$ cat src/rtl/lms_pkg.sv
`default_nettype none
// ----------------------------------------------------------------------------
// Linear move segmenter package
// Shared widths, codes, queue and result types, and the dead-band helper.
// ----------------------------------------------------------------------------
package lms_pkg;

    localparam int POS_W        = 24;
    localparam int DELTA_W      = POS_W + 1;
    localparam int FEED_W       = 16;
    localparam int SPM_W        = 7;
    localparam int MAX_SEGMENTS = 64;
    localparam int SEG_CNT_W    = $clog2(MAX_SEGMENTS + 1);
    localparam int QUO_W        = $clog2(MAX_SEGMENTS);
    localparam int DEAD_BAND    = 100;
    localparam int UM_PER_MM    = 1000;
    localparam int SAT_LIMIT    = MAX_SEGMENTS * UM_PER_MM;
    localparam int NREM_W       = $clog2(SAT_LIMIT);
    localparam int SUM_W        = POS_W + 1;
    localparam int PROD_W       = SUM_W + SPM_W;
    localparam int DIV_CNT_W    = $clog2(POS_W);

    // Floor division by a millimetre as a multiply by the rounded-up reciprocal.
    // It is exact for every product below the saturation limit.
    localparam int RECIP_SHIFT  = 26;
    localparam int RECIP_W      = 17;
    localparam int RECIP_MUL    = (2**RECIP_SHIFT + UM_PER_MM - 1) / UM_PER_MM;

    // Reset values of the configuration registers
    localparam logic [SPM_W-1:0]  SPM_RESET   = SPM_W'(10);
    localparam logic [FEED_W-1:0] SPEED_RESET = FEED_W'(1000);

    // Request codes
    typedef enum logic [2:0] {
        REQ_MOVE   = 3'd0,
        REQ_ABS    = 3'd1,
        REQ_REL    = 3'd2,
        REQ_HOME   = 3'd3,
        REQ_SETPOS = 3'd4
    } req_t;

    // Register indexes on the configuration port
    typedef enum logic [1:0] {
        CFG_SPM = 2'd0,
        CFG_SSX = 2'd1,
        CFG_SSY = 2'd2
    } cfg_idx_t;

    typedef struct packed {
        logic [SPM_W-1:0]  spm;
        logic [FEED_W-1:0] ssx;
        logic [FEED_W-1:0] ssy;
    } cfg_t;

    // One classified command on its way from the front to the back
    typedef struct packed {
        logic                      is_xy;
        logic                      is_rel;
        logic signed [POS_W-1:0]   x;
        logic signed [POS_W-1:0]   y;
        logic signed [POS_W-1:0]   z;
        logic signed [POS_W-1:0]   e;
        logic signed [DELTA_W-1:0] dx;
        logic signed [DELTA_W-1:0] dy;
        logic signed [DELTA_W-1:0] de;
        logic [FEED_W-1:0]         spd_x;
        logic [FEED_W-1:0]         spd_y;
        logic [FEED_W-1:0]         spd_z;
    } cmd_t;

    // One result segment
    typedef struct packed {
        logic signed [POS_W-1:0] x;
        logic signed [POS_W-1:0] y;
        logic signed [POS_W-1:0] z;
        logic signed [POS_W-1:0] e;
        logic [FEED_W-1:0]       spd_x;
        logic [FEED_W-1:0]       spd_y;
        logic [FEED_W-1:0]       spd_z;
        logic                    is_rel;
        logic                    last;
    } seg_t;

    // Deltas whose magnitude lies under the dead band are dropped.
    function automatic logic signed [DELTA_W-1:0] dead_band(
        input logic signed [DELTA_W-1:0] d
    );
        logic signed [DELTA_W-1:0] lim;
        lim = DELTA_W'(DEAD_BAND);
        return ((d > -lim) && (d < lim)) ? '0 : d;
    endfunction

endpackage
`default_nettype wire

$ cat src/rtl/lms_front.sv
`default_nettype none
// ----------------------------------------------------------------------------
// Linear move segmenter front end
// Accepts commands, keeps position, extruder, feedrate and mode, and pushes
// classified moves into the command queue.
// ----------------------------------------------------------------------------
module lms_front (
    input  wire logic                              aclk,
    input  wire logic                              aresetn,
    input  wire lms_pkg::cfg_t                     cfg,
    input  wire logic                              in_valid,
    output logic                                   in_ready,
    input  wire logic [2:0]                        req_type,
    input  wire logic                              x_valid,
    input  wire logic signed [lms_pkg::POS_W-1:0]  x_target,
    input  wire logic                              y_valid,
    input  wire logic signed [lms_pkg::POS_W-1:0]  y_target,
    input  wire logic                              z_valid,
    input  wire logic signed [lms_pkg::POS_W-1:0]  z_target,
    input  wire logic                              e_valid,
    input  wire logic signed [lms_pkg::POS_W-1:0]  e_target,
    input  wire logic                              f_valid,
    input  wire logic [lms_pkg::FEED_W-1:0]        feed_rate,
    input  wire logic                              q_full,
    output logic                                   q_push,
    output lms_pkg::cmd_t                          q_cmd
);

    logic signed [lms_pkg::POS_W-1:0] pos_x_reg, pos_x_next;
    logic signed [lms_pkg::POS_W-1:0] pos_y_reg, pos_y_next;
    logic signed [lms_pkg::POS_W-1:0] pos_z_reg, pos_z_next;
    logic signed [lms_pkg::POS_W-1:0] ext_reg, ext_next;
    logic [lms_pkg::FEED_W-1:0]       feed_reg, feed_next;
    logic                             abs_reg, abs_next;

    logic                               accept;
    logic [lms_pkg::FEED_W-1:0]         hf;
    logic signed [lms_pkg::POS_W-1:0]   ox, oy, oz, oe;
    logic signed [lms_pkg::DELTA_W-1:0] dx, dy, dz, de;
    logic                               no_xyz;

    assign in_ready = !q_full;
    assign accept   = in_valid && !q_full;

    // Offsets and dead-banded deltas of the incoming command
    always_comb begin
        hf = f_valid ? feed_rate : feed_reg;
        ox = x_valid ? x_target : '0;
        oy = y_valid ? y_target : '0;
        oz = z_valid ? z_target : '0;
        oe = e_valid ? e_target : '0;
        dx = lms_pkg::dead_band(x_valid ?
             (lms_pkg::DELTA_W'(x_target) - lms_pkg::DELTA_W'(pos_x_reg)) : '0);
        dy = lms_pkg::dead_band(y_valid ?
             (lms_pkg::DELTA_W'(y_target) - lms_pkg::DELTA_W'(pos_y_reg)) : '0);
        dz = lms_pkg::dead_band(z_valid ?
             (lms_pkg::DELTA_W'(z_target) - lms_pkg::DELTA_W'(pos_z_reg)) : '0);
        de = lms_pkg::dead_band(e_valid ?
             (lms_pkg::DELTA_W'(e_target) - lms_pkg::DELTA_W'(ext_reg)) : '0);
        no_xyz = (dx == '0) && (dy == '0) && (dz == '0);
    end

    // Classification and next state
    always_comb begin
        pos_x_next = pos_x_reg;
        pos_y_next = pos_y_reg;
        pos_z_next = pos_z_reg;
        ext_next   = ext_reg;
        feed_next  = feed_reg;
        abs_next   = abs_reg;
        q_push     = 1'b0;

        q_cmd        = '0;
        q_cmd.x      = pos_x_reg;
        q_cmd.y      = pos_y_reg;
        q_cmd.z      = pos_z_reg;
        q_cmd.e      = ext_reg;
        q_cmd.spd_x  = hf;
        q_cmd.spd_y  = hf;
        q_cmd.spd_z  = hf;

        if (accept) begin
            case (lms_pkg::req_t'(req_type))
                lms_pkg::REQ_ABS: begin
                    abs_next = 1'b1;
                end
                lms_pkg::REQ_REL: begin
                    abs_next = 1'b0;
                end
                lms_pkg::REQ_HOME: begin
                    if (x_valid) pos_x_next = '0;
                    if (y_valid) pos_y_next = '0;
                    if (z_valid) pos_z_next = '0;
                end
                lms_pkg::REQ_SETPOS: begin
                    if (e_valid) ext_next = '0;
                end
                lms_pkg::REQ_MOVE: begin
                    feed_next = hf;
                    q_push    = 1'b1;
                    if (!abs_reg) begin
                        q_cmd.is_rel = 1'b1;
                        q_cmd.x      = ox;
                        q_cmd.y      = oy;
                        q_cmd.z      = oz;
                        q_cmd.e      = oe;
                        pos_x_next   = pos_x_reg + ox;
                        pos_y_next   = pos_y_reg + oy;
                        pos_z_next   = pos_z_reg + oz;
                        ext_next     = ext_reg + oe;
                    end else if (no_xyz) begin
                        q_cmd.e  = ext_reg + de[lms_pkg::POS_W-1:0];
                        ext_next = ext_reg + de[lms_pkg::POS_W-1:0];
                    end else if (dz != '0) begin
                        q_cmd.z    = z_target;
                        pos_z_next = z_target;
                    end else begin
                        q_cmd.is_xy = 1'b1;
                        q_cmd.dx    = dx;
                        q_cmd.dy    = dy;
                        q_cmd.de    = de;
                        q_cmd.spd_x = (hf < cfg.ssx) ? hf : cfg.ssx;
                        q_cmd.spd_y = (hf < cfg.ssy) ? hf : cfg.ssy;
                        pos_x_next  = pos_x_reg + dx[lms_pkg::POS_W-1:0];
                        pos_y_next  = pos_y_reg + dy[lms_pkg::POS_W-1:0];
                        ext_next    = ext_reg + de[lms_pkg::POS_W-1:0];
                    end
                end
                default: begin
                end
            endcase
        end
    end

    // Architectural state
    always_ff @(posedge aclk) begin
        if (!aresetn) begin
            pos_x_reg <= '0;
            pos_y_reg <= '0;
            pos_z_reg <= '0;
            ext_reg   <= '0;
            feed_reg  <= '0;
            abs_reg   <= 1'b1;
        end else begin
            pos_x_reg <= pos_x_next;
            pos_y_reg <= pos_y_next;
            pos_z_reg <= pos_z_next;
            ext_reg   <= ext_next;
            feed_reg  <= feed_next;
            abs_reg   <= abs_next;
        end
    end

endmodule
`default_nettype wire

$ cat src/rtl/lms_fifo.sv
`default_nettype none
// ----------------------------------------------------------------------------
// Linear move segmenter command queue
// Two-entry queue of classified commands between the front and the back.
// ----------------------------------------------------------------------------
module lms_fifo (
    input  wire logic          aclk,
    input  wire logic          aresetn,
    input  wire logic          push,
    input  wire lms_pkg::cmd_t push_cmd,
    output logic               full,
    input  wire logic          pop,
    output logic               head_valid,
    output lms_pkg::cmd_t      head_cmd
);

    lms_pkg::cmd_t mem_reg [2];
    logic          wptr_reg, rptr_reg;
    logic [1:0]    count_reg;

    assign full       = (count_reg == 2'd2);
    assign head_valid = (count_reg != 2'd0);
    assign head_cmd   = mem_reg[rptr_reg];

    // Storage
    always_ff @(posedge aclk) begin
        if (push) begin
            mem_reg[wptr_reg] <= push_cmd;
        end
    end

    // Pointers and fill count
    always_ff @(posedge aclk) begin
        if (!aresetn) begin
            wptr_reg  <= 1'b0;
            rptr_reg  <= 1'b0;
            count_reg <= 2'd0;
        end else begin
            if (push) wptr_reg <= !wptr_reg;
            if (pop)  rptr_reg <= !rptr_reg;
            if (push && !pop)      count_reg <= count_reg + 2'd1;
            else if (pop && !push) count_reg <= count_reg - 2'd1;
        end
    end

endmodule
`default_nettype wire

$ cat src/rtl/lms_back.sv
`default_nettype none
// ----------------------------------------------------------------------------
// Linear move segmenter back end
// Works out the segment count of an XY move by reciprocal multiplication and
// the per-segment steps with a serial divider, then issues the segments
// through an output register; any other command goes straight to that register as one final segment.
// ----------------------------------------------------------------------------
module lms_back (
    input  wire logic          aclk,
    input  wire logic          aresetn,
    input  wire lms_pkg::cfg_t cfg,
    input  wire logic          head_valid,
    input  wire lms_pkg::cmd_t head_cmd,
    output logic               pop,
    output logic               out_valid,
    input  wire logic          out_ready,
    output lms_pkg::seg_t      out_seg
);

    typedef enum logic [2:0] {
        ST_IDLE,
        ST_NCALC,
        ST_NDIV,
        ST_NSET,
        ST_DDIV,
        ST_EMIT
    } state_t;

    localparam int SC  = lms_pkg::SEG_CNT_W;
    localparam int PW  = lms_pkg::POS_W;
    localparam int NPW = lms_pkg::NREM_W + lms_pkg::RECIP_W;

    state_t                            state_reg;
    lms_pkg::cmd_t                     cmd_reg;
    logic [SC-1:0]                     n_reg;
    logic                              sat_reg;
    logic [lms_pkg::NREM_W-1:0]        nrem_reg;
    logic [lms_pkg::QUO_W-1:0]         nq_reg;
    logic [lms_pkg::DIV_CNT_W-1:0]     cnt_reg;
    logic [SC-1:0]                     i_reg;
    logic [PW-1:0]                     dvd_reg  [3];
    logic [SC-1:0]                     drem_reg [3];
    logic [PW-1:0]                     mag_reg  [3];
    logic [SC-1:0]                     racc_reg [3];
    logic                              out_valid_reg;
    lms_pkg::seg_t                     out_reg;

    logic                              out_free;
    logic                              out_load;
    logic signed [lms_pkg::DELTA_W-1:0] dlt   [3];
    logic signed [PW-1:0]              start [3];
    logic [PW-1:0]                     dmag  [3];
    logic [SC:0]                       dtrial [3];
    logic                              dge   [3];
    logic [SC:0]                       rsum  [3];
    logic                              rc    [3];
    logic [SC-1:0]                     racc_n [3];
    logic [PW-1:0]                     mag_n [3];
    logic signed [PW-1:0]              seg_v [3];
    logic [lms_pkg::SUM_W-1:0]         xy_sum;
    logic [lms_pkg::PROD_W-1:0]        prod;
    logic [NPW-1:0]                    nprod;
    logic [SC-1:0]                     i_n;
    logic                              is_last;

    assign out_free  = !out_valid_reg || out_ready;
    assign out_valid = out_valid_reg;
    assign out_seg   = out_reg;
    assign pop       = (state_reg == ST_IDLE) && head_valid && (head_cmd.is_xy || out_free);
    assign out_load  = (pop && !head_cmd.is_xy) || ((state_reg == ST_EMIT) && out_free);

    // Per-lane datapath: X, Y and extruder
    always_comb begin
        dlt[0]   = cmd_reg.dx;
        dlt[1]   = cmd_reg.dy;
        dlt[2]   = cmd_reg.de;
        start[0] = cmd_reg.x;
        start[1] = cmd_reg.y;
        start[2] = cmd_reg.e;
        for (int k = 0; k < 3; k++) begin
            dmag[k]   = dlt[k][lms_pkg::DELTA_W-1] ? PW'(-dlt[k]) : PW'(dlt[k]);
            dtrial[k] = {drem_reg[k], dvd_reg[k][PW-1]};
            dge[k]    = (dtrial[k] >= {1'b0, n_reg});
            rsum[k]   = {1'b0, racc_reg[k]} + {1'b0, drem_reg[k]};
            rc[k]     = (rsum[k] >= {1'b0, n_reg});
            racc_n[k] = rc[k] ? SC'(rsum[k] - {1'b0, n_reg}) : SC'(rsum[k]);
            mag_n[k]  = mag_reg[k] + dvd_reg[k] + PW'(rc[k]);
            seg_v[k]  = dlt[k][lms_pkg::DELTA_W-1] ? (start[k] - mag_n[k])
                                                    : (start[k] + mag_n[k]);
        end
        xy_sum  = lms_pkg::SUM_W'(dmag[0]) + lms_pkg::SUM_W'(dmag[1]);
        prod    = lms_pkg::PROD_W'(xy_sum) * lms_pkg::PROD_W'(cfg.spm);
        nprod   = NPW'(nrem_reg) * NPW'(lms_pkg::RECIP_MUL);
        i_n     = i_reg + SC'(1);
        is_last = (i_n == n_reg);
    end

    // Sequencer, dividers and output register
    always_ff @(posedge aclk) begin
        if (!aresetn) begin
            state_reg     <= ST_IDLE;
            out_valid_reg <= 1'b0;
        end else begin
            if (out_load) begin
                out_valid_reg <= 1'b1;
            end else if (out_ready) begin
                out_valid_reg <= 1'b0;
            end
            case (state_reg)
                ST_IDLE: begin
                    if (pop) begin
                        cmd_reg <= head_cmd;
                        if (head_cmd.is_xy) begin
                            state_reg <= ST_NCALC;
                        end else begin
                            out_reg <= '{x: head_cmd.x, y: head_cmd.y,
                                         z: head_cmd.z, e: head_cmd.e,
                                         spd_x: head_cmd.spd_x,
                                         spd_y: head_cmd.spd_y,
                                         spd_z: head_cmd.spd_z,
                                         is_rel: head_cmd.is_rel, last: 1'b1};
                        end
                    end
                end
                ST_NCALC: begin
                    // Travel times resolution; saturation is decided on the full product
                    sat_reg  <= (prod >= lms_pkg::PROD_W'(lms_pkg::SAT_LIMIT));
                    nrem_reg <= prod[lms_pkg::NREM_W-1:0];
                    for (int k = 0; k < 3; k++) begin
                        dvd_reg[k]  <= dmag[k];
                        drem_reg[k] <= '0;
                    end
                    state_reg <= ST_NDIV;
                end
                ST_NDIV: begin
                    // Floor division by a millimetre through the reciprocal
                    nq_reg    <= nprod[lms_pkg::RECIP_SHIFT +: lms_pkg::QUO_W];
                    state_reg <= ST_NSET;
                end
                ST_NSET: begin
                    if (sat_reg) begin
                        n_reg <= SC'(lms_pkg::MAX_SEGMENTS);
                    end else if (nq_reg == '0) begin
                        n_reg <= SC'(1);
                    end else begin
                        n_reg <= SC'(nq_reg);
                    end
                    cnt_reg   <= lms_pkg::DIV_CNT_W'(PW - 1);
                    state_reg <= ST_DDIV;
                end
                ST_DDIV: begin
                    // One quotient bit per lane each cycle
                    for (int k = 0; k < 3; k++) begin
                        dvd_reg[k]  <= {dvd_reg[k][PW-2:0], dge[k]};
                        drem_reg[k] <= dge[k] ? SC'(dtrial[k] - {1'b0, n_reg})
                                              : SC'(dtrial[k]);
                        mag_reg[k]  <= '0;
                        racc_reg[k] <= '0;
                    end
                    i_reg <= '0;
                    if (cnt_reg == '0) begin
                        state_reg <= ST_EMIT;
                    end else begin
                        cnt_reg <= cnt_reg - lms_pkg::DIV_CNT_W'(1);
                    end
                end
                ST_EMIT: begin
                    // Step each lane by quotient plus remainder carry
                    if (out_free) begin
                        for (int k = 0; k < 3; k++) begin
                            mag_reg[k]  <= mag_n[k];
                            racc_reg[k] <= racc_n[k];
                        end
                        i_reg   <= i_n;
                        out_reg <= '{x: seg_v[0], y: seg_v[1], z: cmd_reg.z,
                                     e: seg_v[2], spd_x: cmd_reg.spd_x,
                                     spd_y: cmd_reg.spd_y, spd_z: cmd_reg.spd_z,
                                     is_rel: 1'b0, last: is_last};
                        if (is_last) state_reg <= ST_IDLE;
                    end
                end
                default: begin
                    state_reg <= ST_IDLE;
                end
            endcase
        end
    end

endmodule
`default_nettype wire

$ cat src/rtl/linear_move_segmenter.sv
`default_nettype none
// Path: a single-segment command goes through the command queue and is popped into
// the output register once it is free; an XY move is popped, sized by reciprocal
// multiplication (NCALC, NDIV, NSET), divided by the serial step divider (DDIV), then
// EMIT offers its segments. Throughput: one single-segment command or one XY segment
// per cycle while m_ready is high; an XY move of up to 64 segments holds the back end.
// Reset is synchronous and active low; position, feedrate and mode return to reset values.
// ----------------------------------------------------------------------------
// Linear move segmenter
// Top level: configuration registers, front end, command queue and back end.
// ----------------------------------------------------------------------------
module linear_move_segmenter (
    input  wire logic                              aclk,
    input  wire logic                              aresetn,
    input  wire logic                              psel,
    input  wire logic                              penable,
    input  wire logic                              pwrite,
    input  wire logic [3:0]                        paddr,
    input  wire logic [31:0]                       pwdata,
    output logic [31:0]                            prdata,
    output logic                                   pready,
    input  wire logic                              s_valid,
    output logic                                   s_ready,
    input  wire logic [2:0]                        s_req_type,
    input  wire logic                              s_x_valid,
    input  wire logic signed [lms_pkg::POS_W-1:0]  s_x_target,
    input  wire logic                              s_y_valid,
    input  wire logic signed [lms_pkg::POS_W-1:0]  s_y_target,
    input  wire logic                              s_z_valid,
    input  wire logic signed [lms_pkg::POS_W-1:0]  s_z_target,
    input  wire logic                              s_e_valid,
    input  wire logic signed [lms_pkg::POS_W-1:0]  s_e_target,
    input  wire logic                              s_f_valid,
    input  wire logic [lms_pkg::FEED_W-1:0]        s_feed_rate,
    output logic                                   m_valid,
    input  wire logic                              m_ready,
    output logic signed [lms_pkg::POS_W-1:0]       m_seg_x,
    output logic signed [lms_pkg::POS_W-1:0]       m_seg_y,
    output logic signed [lms_pkg::POS_W-1:0]       m_seg_z,
    output logic signed [lms_pkg::POS_W-1:0]       m_seg_e,
    output logic [lms_pkg::FEED_W-1:0]             m_speed_x,
    output logic [lms_pkg::FEED_W-1:0]             m_speed_y,
    output logic [lms_pkg::FEED_W-1:0]             m_speed_z,
    output logic                                   m_is_relative,
    output logic                                   m_last_segment
);

    lms_pkg::cfg_t cfg_reg;
    logic          cfg_wr;
    logic          q_full, q_push, q_pop, q_valid;
    lms_pkg::cmd_t q_in, q_head;
    lms_pkg::seg_t seg;

    assign pready = 1'b1;
    assign cfg_wr = psel && penable && pwrite;

    // Configuration registers
    always_ff @(posedge aclk) begin
        if (!aresetn) begin
            cfg_reg.spm <= lms_pkg::SPM_RESET;
            cfg_reg.ssx <= lms_pkg::SPEED_RESET;
            cfg_reg.ssy <= lms_pkg::SPEED_RESET;
        end else if (cfg_wr) begin
            case (lms_pkg::cfg_idx_t'(paddr[3:2]))
                lms_pkg::CFG_SPM: cfg_reg.spm <= pwdata[lms_pkg::SPM_W-1:0];
                lms_pkg::CFG_SSX: cfg_reg.ssx <= pwdata[lms_pkg::FEED_W-1:0];
                lms_pkg::CFG_SSY: cfg_reg.ssy <= pwdata[lms_pkg::FEED_W-1:0];
                default: begin
                end
            endcase
        end
    end

    // Register read-back
    always_comb begin
        case (lms_pkg::cfg_idx_t'(paddr[3:2]))
            lms_pkg::CFG_SPM: prdata = 32'(cfg_reg.spm);
            lms_pkg::CFG_SSX: prdata = 32'(cfg_reg.ssx);
            lms_pkg::CFG_SSY: prdata = 32'(cfg_reg.ssy);
            default:          prdata = '0;
        endcase
    end

    lms_front u_front (
        .aclk      (aclk),
        .aresetn   (aresetn),
        .cfg       (cfg_reg),
        .in_valid  (s_valid),
        .in_ready  (s_ready),
        .req_type  (s_req_type),
        .x_valid   (s_x_valid),
        .x_target  (s_x_target),
        .y_valid   (s_y_valid),
        .y_target  (s_y_target),
        .z_valid   (s_z_valid),
        .z_target  (s_z_target),
        .e_valid   (s_e_valid),
        .e_target  (s_e_target),
        .f_valid   (s_f_valid),
        .feed_rate (s_feed_rate),
        .q_full    (q_full),
        .q_push    (q_push),
        .q_cmd     (q_in)
    );

    lms_fifo u_fifo (
        .aclk       (aclk),
        .aresetn    (aresetn),
        .push       (q_push),
        .push_cmd   (q_in),
        .full       (q_full),
        .pop        (q_pop),
        .head_valid (q_valid),
        .head_cmd   (q_head)
    );

    lms_back u_back (
        .aclk       (aclk),
        .aresetn    (aresetn),
        .cfg        (cfg_reg),
        .head_valid (q_valid),
        .head_cmd   (q_head),
        .pop        (q_pop),
        .out_valid  (m_valid),
        .out_ready  (m_ready),
        .out_seg    (seg)
    );

    assign m_seg_x        = seg.x;
    assign m_seg_y        = seg.y;
    assign m_seg_z        = seg.z;
    assign m_seg_e        = seg.e;
    assign m_speed_x      = seg.spd_x;
    assign m_speed_y      = seg.spd_y;
    assign m_speed_z      = seg.spd_z;
    assign m_is_relative  = seg.is_rel;
    assign m_last_segment = seg.last;

    // A relative transfer is always a single, final segment.
    a_rel_last: assert property (@(posedge aclk) disable iff (!aresetn)
        m_valid && m_is_relative |-> m_last_segment)
        else $error("relative segment without last flag");

    // Relative segments carry the held feedrate on every axis.
    a_rel_speed: assert property (@(posedge aclk) disable iff (!aresetn)
        m_valid && m_is_relative |-> (m_speed_x == m_speed_z) && (m_speed_y == m_speed_z))
        else $error("relative segment speeds differ");

    // XY speeds never exceed the feedrate carried in speed_z.
    a_clamp: assert property (@(posedge aclk) disable iff (!aresetn)
        m_valid |-> (m_speed_x <= m_speed_z) && (m_speed_y <= m_speed_z))
        else $error("segment speed above feedrate");

    // Nothing is offered in the cycle after reset.
    a_reset: assert property (@(posedge aclk)
        !aresetn |=> !m_valid)
        else $error("result offered after reset");

endmodule
`default_nettype wire

$ cat config.mk
export PLATFORM = sky130hd
export DESIGN_NAME = linear_move_segmenter
export DESIGN_NICKNAME = d
export VERILOG_FILES = /design/src/rtl/lms_pkg.sv /design/src/rtl/lms_front.sv /design/src/rtl/lms_fifo.sv /design/src/rtl/lms_back.sv /design/src/rtl/linear_move_segmenter.sv
export SDC_FILE = /design/constraint.sdc
export NUM_CORES = 2
export LEC_CHECK = 0
export BUFFER_PORTS_ARGS = -buffer_cell sky130_fd_sc_hd__buf_2
export CORE_MARGIN = 3
export CORE_UTILIZATION = 45
export CTS_BUF_LIST = sky130_fd_sc_hd__clkbuf_4 sky130_fd_sc_hd__clkbuf_8 sky130_fd_sc_hd__clkbuf_16
export DETAILED_ROUTE_END_ITERATION = 12
export GPL_ROUTABILITY_DRIVEN = 0
export HOLD_SLACK_MARGIN = 0.06
export SKIP_LAST_GASP = 1
export SYNTH_ARGS = -nofsm -noshare
export SYNTH_HDL_FRONTEND = slang
export SYNTH_HIERARCHICAL = 1
export SYNTH_SLANG_ARGS = --single-unit
$ cat constraint.sdc
create_clock -name aclk -period 27 [get_ports aclk]
set_clock_uncertainty 0.05 [all_clocks]
set_input_delay 5.4 -clock aclk [delete_from_list [all_inputs] [get_ports aclk]]
set_output_delay 5.4 -clock aclk [all_outputs]
set_load 0.005 [all_outputs]
==> reports/qor.txt <==
Fin Setup TNS = 0 ns
post-synthesis cell count = 8,362
RSZ-0062 raised after global routing = false
f_max = 73.74 MHz
async set-reset flop share out of synthesis = 0
vias per inst = 5.665
Ports = 344
global-route wire length before repair = 352.2 mm
Post-Synth Simple-Gate Area = 0.1550
CP arrival = 14.26 ns
status = finished, final reports clean
DR vias = 63,416
PortBufs = 308
clk slew on worst S/H paths = 0.06 ns
Synth Area in Adders = 0.1458
Worst Path Max Fanout = 22
drt first pass iters = 8
number of cell rows = 158
WL final = 228.3 mm
clk root buf = clkbuf_16
Die X = 440.5 µm
Worst setup SP type = input pin
Post-synth EDFFs = 1,035
met3 Resource Use GR = 0.02901
TritonCTS sink count = 1,196
CP max-delay cell = nor4b_1
routed len/inst = 20.40 µm
post-synthesis compound-gate area fraction = 0.1379
gr busiest metal = met2
top_reg_cell synth = edfxtp_1
#FFs+latches synth = 1,196
Layout Nets = 9,641
Peak supply drop = 0.1561 mV
synthesis-to-layout area growth = 10.20%
count of final hold-check violations = 0
CTS tree = built
area of the core = 186,600 µm²
clock tree buffer depth = 3
H-Tree Depth = 4
Worst-Skew Late Latency = 0.80 ns
worst setup path class = input pin to register
Synth cell types = 113
main combinational cell family by area after synthesis = simple AND/OR/NAND/NOR gates
Tcrit/Tclk final = 0.5023
type of the worst min-delay path = register to register
worst hold margin = 0.4345 ns
max-slew violations = 0
Initial Util = 0.4552
leakage = 37.83 nW
WP data required = 27.70 ns
DR iter-0 viols = 5,146
post-synthesis sequential area ratio = 0.4038
die area = 194,000 µm²
gr ovfl total = 0
post-CTS sizing = 0
delay-heaviest family, CP = compound AO/OA/AOI/OAI gates
Final setup viols = 0
Tmin final = 13.56 ns
max FFs per register = 442
# DRC = 0
Post-Synth XOR/XNOR Area = 0.05533
pre-CTS setup slack = 12.88 ns
initial antenna violation count = 15
Worst-Margin Slew = 1.256 ns
Die H = 440.5 µm
critical path's largest stage delay = 0.84 ns
vias in the first global route = 61,985
worst path bufs/invs = 3
Max Cap Viol = 0
Worst Setup End Kind = register
Syn. warnings = 6
post-CTS setup buffers = 0
syn_area_per_cell = 10.16 µm²
PwrDens = 103.3 nW/µm²
Post-Syn Area = 84,960 µm²
post-synthesis mux area share = 0.06094
largest net degree at the start of global routing = 94
post-cts hold buffer count = 0
met1 Track Usage GR = 0.3113
Final ANT Viol Nets = 0
slew margin rel. = 0.1619
Total Routing Usage GR = 0.2305
worst setup margin = 13.44 ns
CTS Buf Count = 139
layout cells sized above 1 = 0.1200
GR Util met2 = 0.3760
DP HPWL = 168.9 mm
[cells in the mapped netlist (all sizes together) (198+ instances only)]
master  instances  area (µm²)
a21oi         440        2206
clkbuf        209       784.5
mux2          306        4197
nor2          743        2791
inv           519        1948
edfxtp       1035       31080
nand2         786        2967
xor2          198        1749
ha            697        8721
o21ai         441        2211
and2          295        1846
nand3         203        1033
xnor2         324        2838
[report_power, final]
part           internal (mW)  switching, mW
Sequential              2.30          0.108
Clock                   1.16          0.799
Combinational           2.23           3.08
[through the flow]
stage | cell area [µm²] | util | total power, mW | cells
after floorplan | 85010 | - | 6.541 | 8377
after global placement | 88800 | 0.4758 | 7.639 | 10937
after detailed placement | 88800 | 0.4758 | 7.739 | 10937
after CTS | 93600 | 0.5016 | 9.757 | 11186
after global routing | 93610 | 0.5016 | 10.61 | 11189
final | 93620 | 0.5017 | 9.668 | 11194
[worst register-to-register path: cells and delay by family (launching register included)]
kind,cells,cell delay (ns)
fa+ha+maj,7,3.27
compound gates,17,4.18
buf+inv,3,0.21
xor+xnor,1,0.33
flops,1,0.53
simple gates,5,1.43
[logic make-up after synthesis]
logic type | Yosys count
multiplexers | 404
AO/OA/AOI/OAI | 1791
buffers and inverters | 820
XOR/XNOR | 527
flip-flops | 1196
adder cells (fa/ha/maj) | 880
AND/OR/NAND/NOR | 2742
other | 2
[final cells by class]
| cell class | count | area (µm²) |
|---|---|---|
| clock buffers | 174 | 3765 |
| diodes | 8 | 20.02 |
| fillers | 16882 | 93000 |
| well taps | 2480 | 3103 |
| flip-flops and latches | 1196 | 34310 |
| clock inverters | 75 | 1037 |
| repair buffers | 379 | 2081 |
| multi-input cells | 6361 | 47350 |
| inverters | 521 | 1958 |
[final timing paths]
| kind | start | end | slack [ns] | cells past startpoint |
|---|---|---|---|---|
| worst max-delay path | s_y_target[0] | u_front/pos_y_reg[22]$_SDFFE_PN0P_ | 13.44 | 31 |
| worst min-delay path | cfg_reg[18]$_SDFFE_PN0P_ | cfg_reg[18]$_SDFFE_PN0P_ | 0.43 | 2 |
| worst max register to register | u_back/cmd_reg[98]$_DFFE_PP_ | u_back/sat_reg$_DFFE_PP_ | 16.74 | 33 |
| worst min register to register | cfg_reg[18]$_SDFFE_PN0P_ | cfg_reg[18]$_SDFFE_PN0P_ | 0.43 | 2 |
[per-layer routing]
layer	wire, µm	vias up	share of wire
met2	105200	1735	0.46
met3	11220	354	0.049
met1	102400	30679	0.45
met5	54	-	0.00024
met4	9452	8	0.041
li1	-	30640	-
[cell usage in the layout (no fill, tap or decap), drive strengths merged, types with 24 or more instances in the layout]
cell type,netlist,final
a2111oi,24,24
a211oi,55,55
a21o,156,156
a21oi,440,440
a22o,37,37
a22oi,24,24
a31oi,70,70
and2,295,295
and3,46,46
buf,90,379
clkbuf,209,174
clkinv,2,43
dfxtp,161,161
edfxtp,1035,1035
fa,183,183
ha,697,697
inv,519,531
mux2,306,306
mux2i,98,98
nand2,786,786
nand2b,102,102
nand3,203,203
nand4,53,53
nor2,743,743
nor2b,107,107
nor3,156,156
nor4,31,31
o211ai,53,53
o21a,98,98
o21ai,441,441
o21bai,49,49
o31ai,76,76
o41ai,27,27
or2,41,41
or3,75,75
or4,24,24
xnor2,324,324
xor2,198,198
No activity file was read; power rests on OpenSTA's default activity.
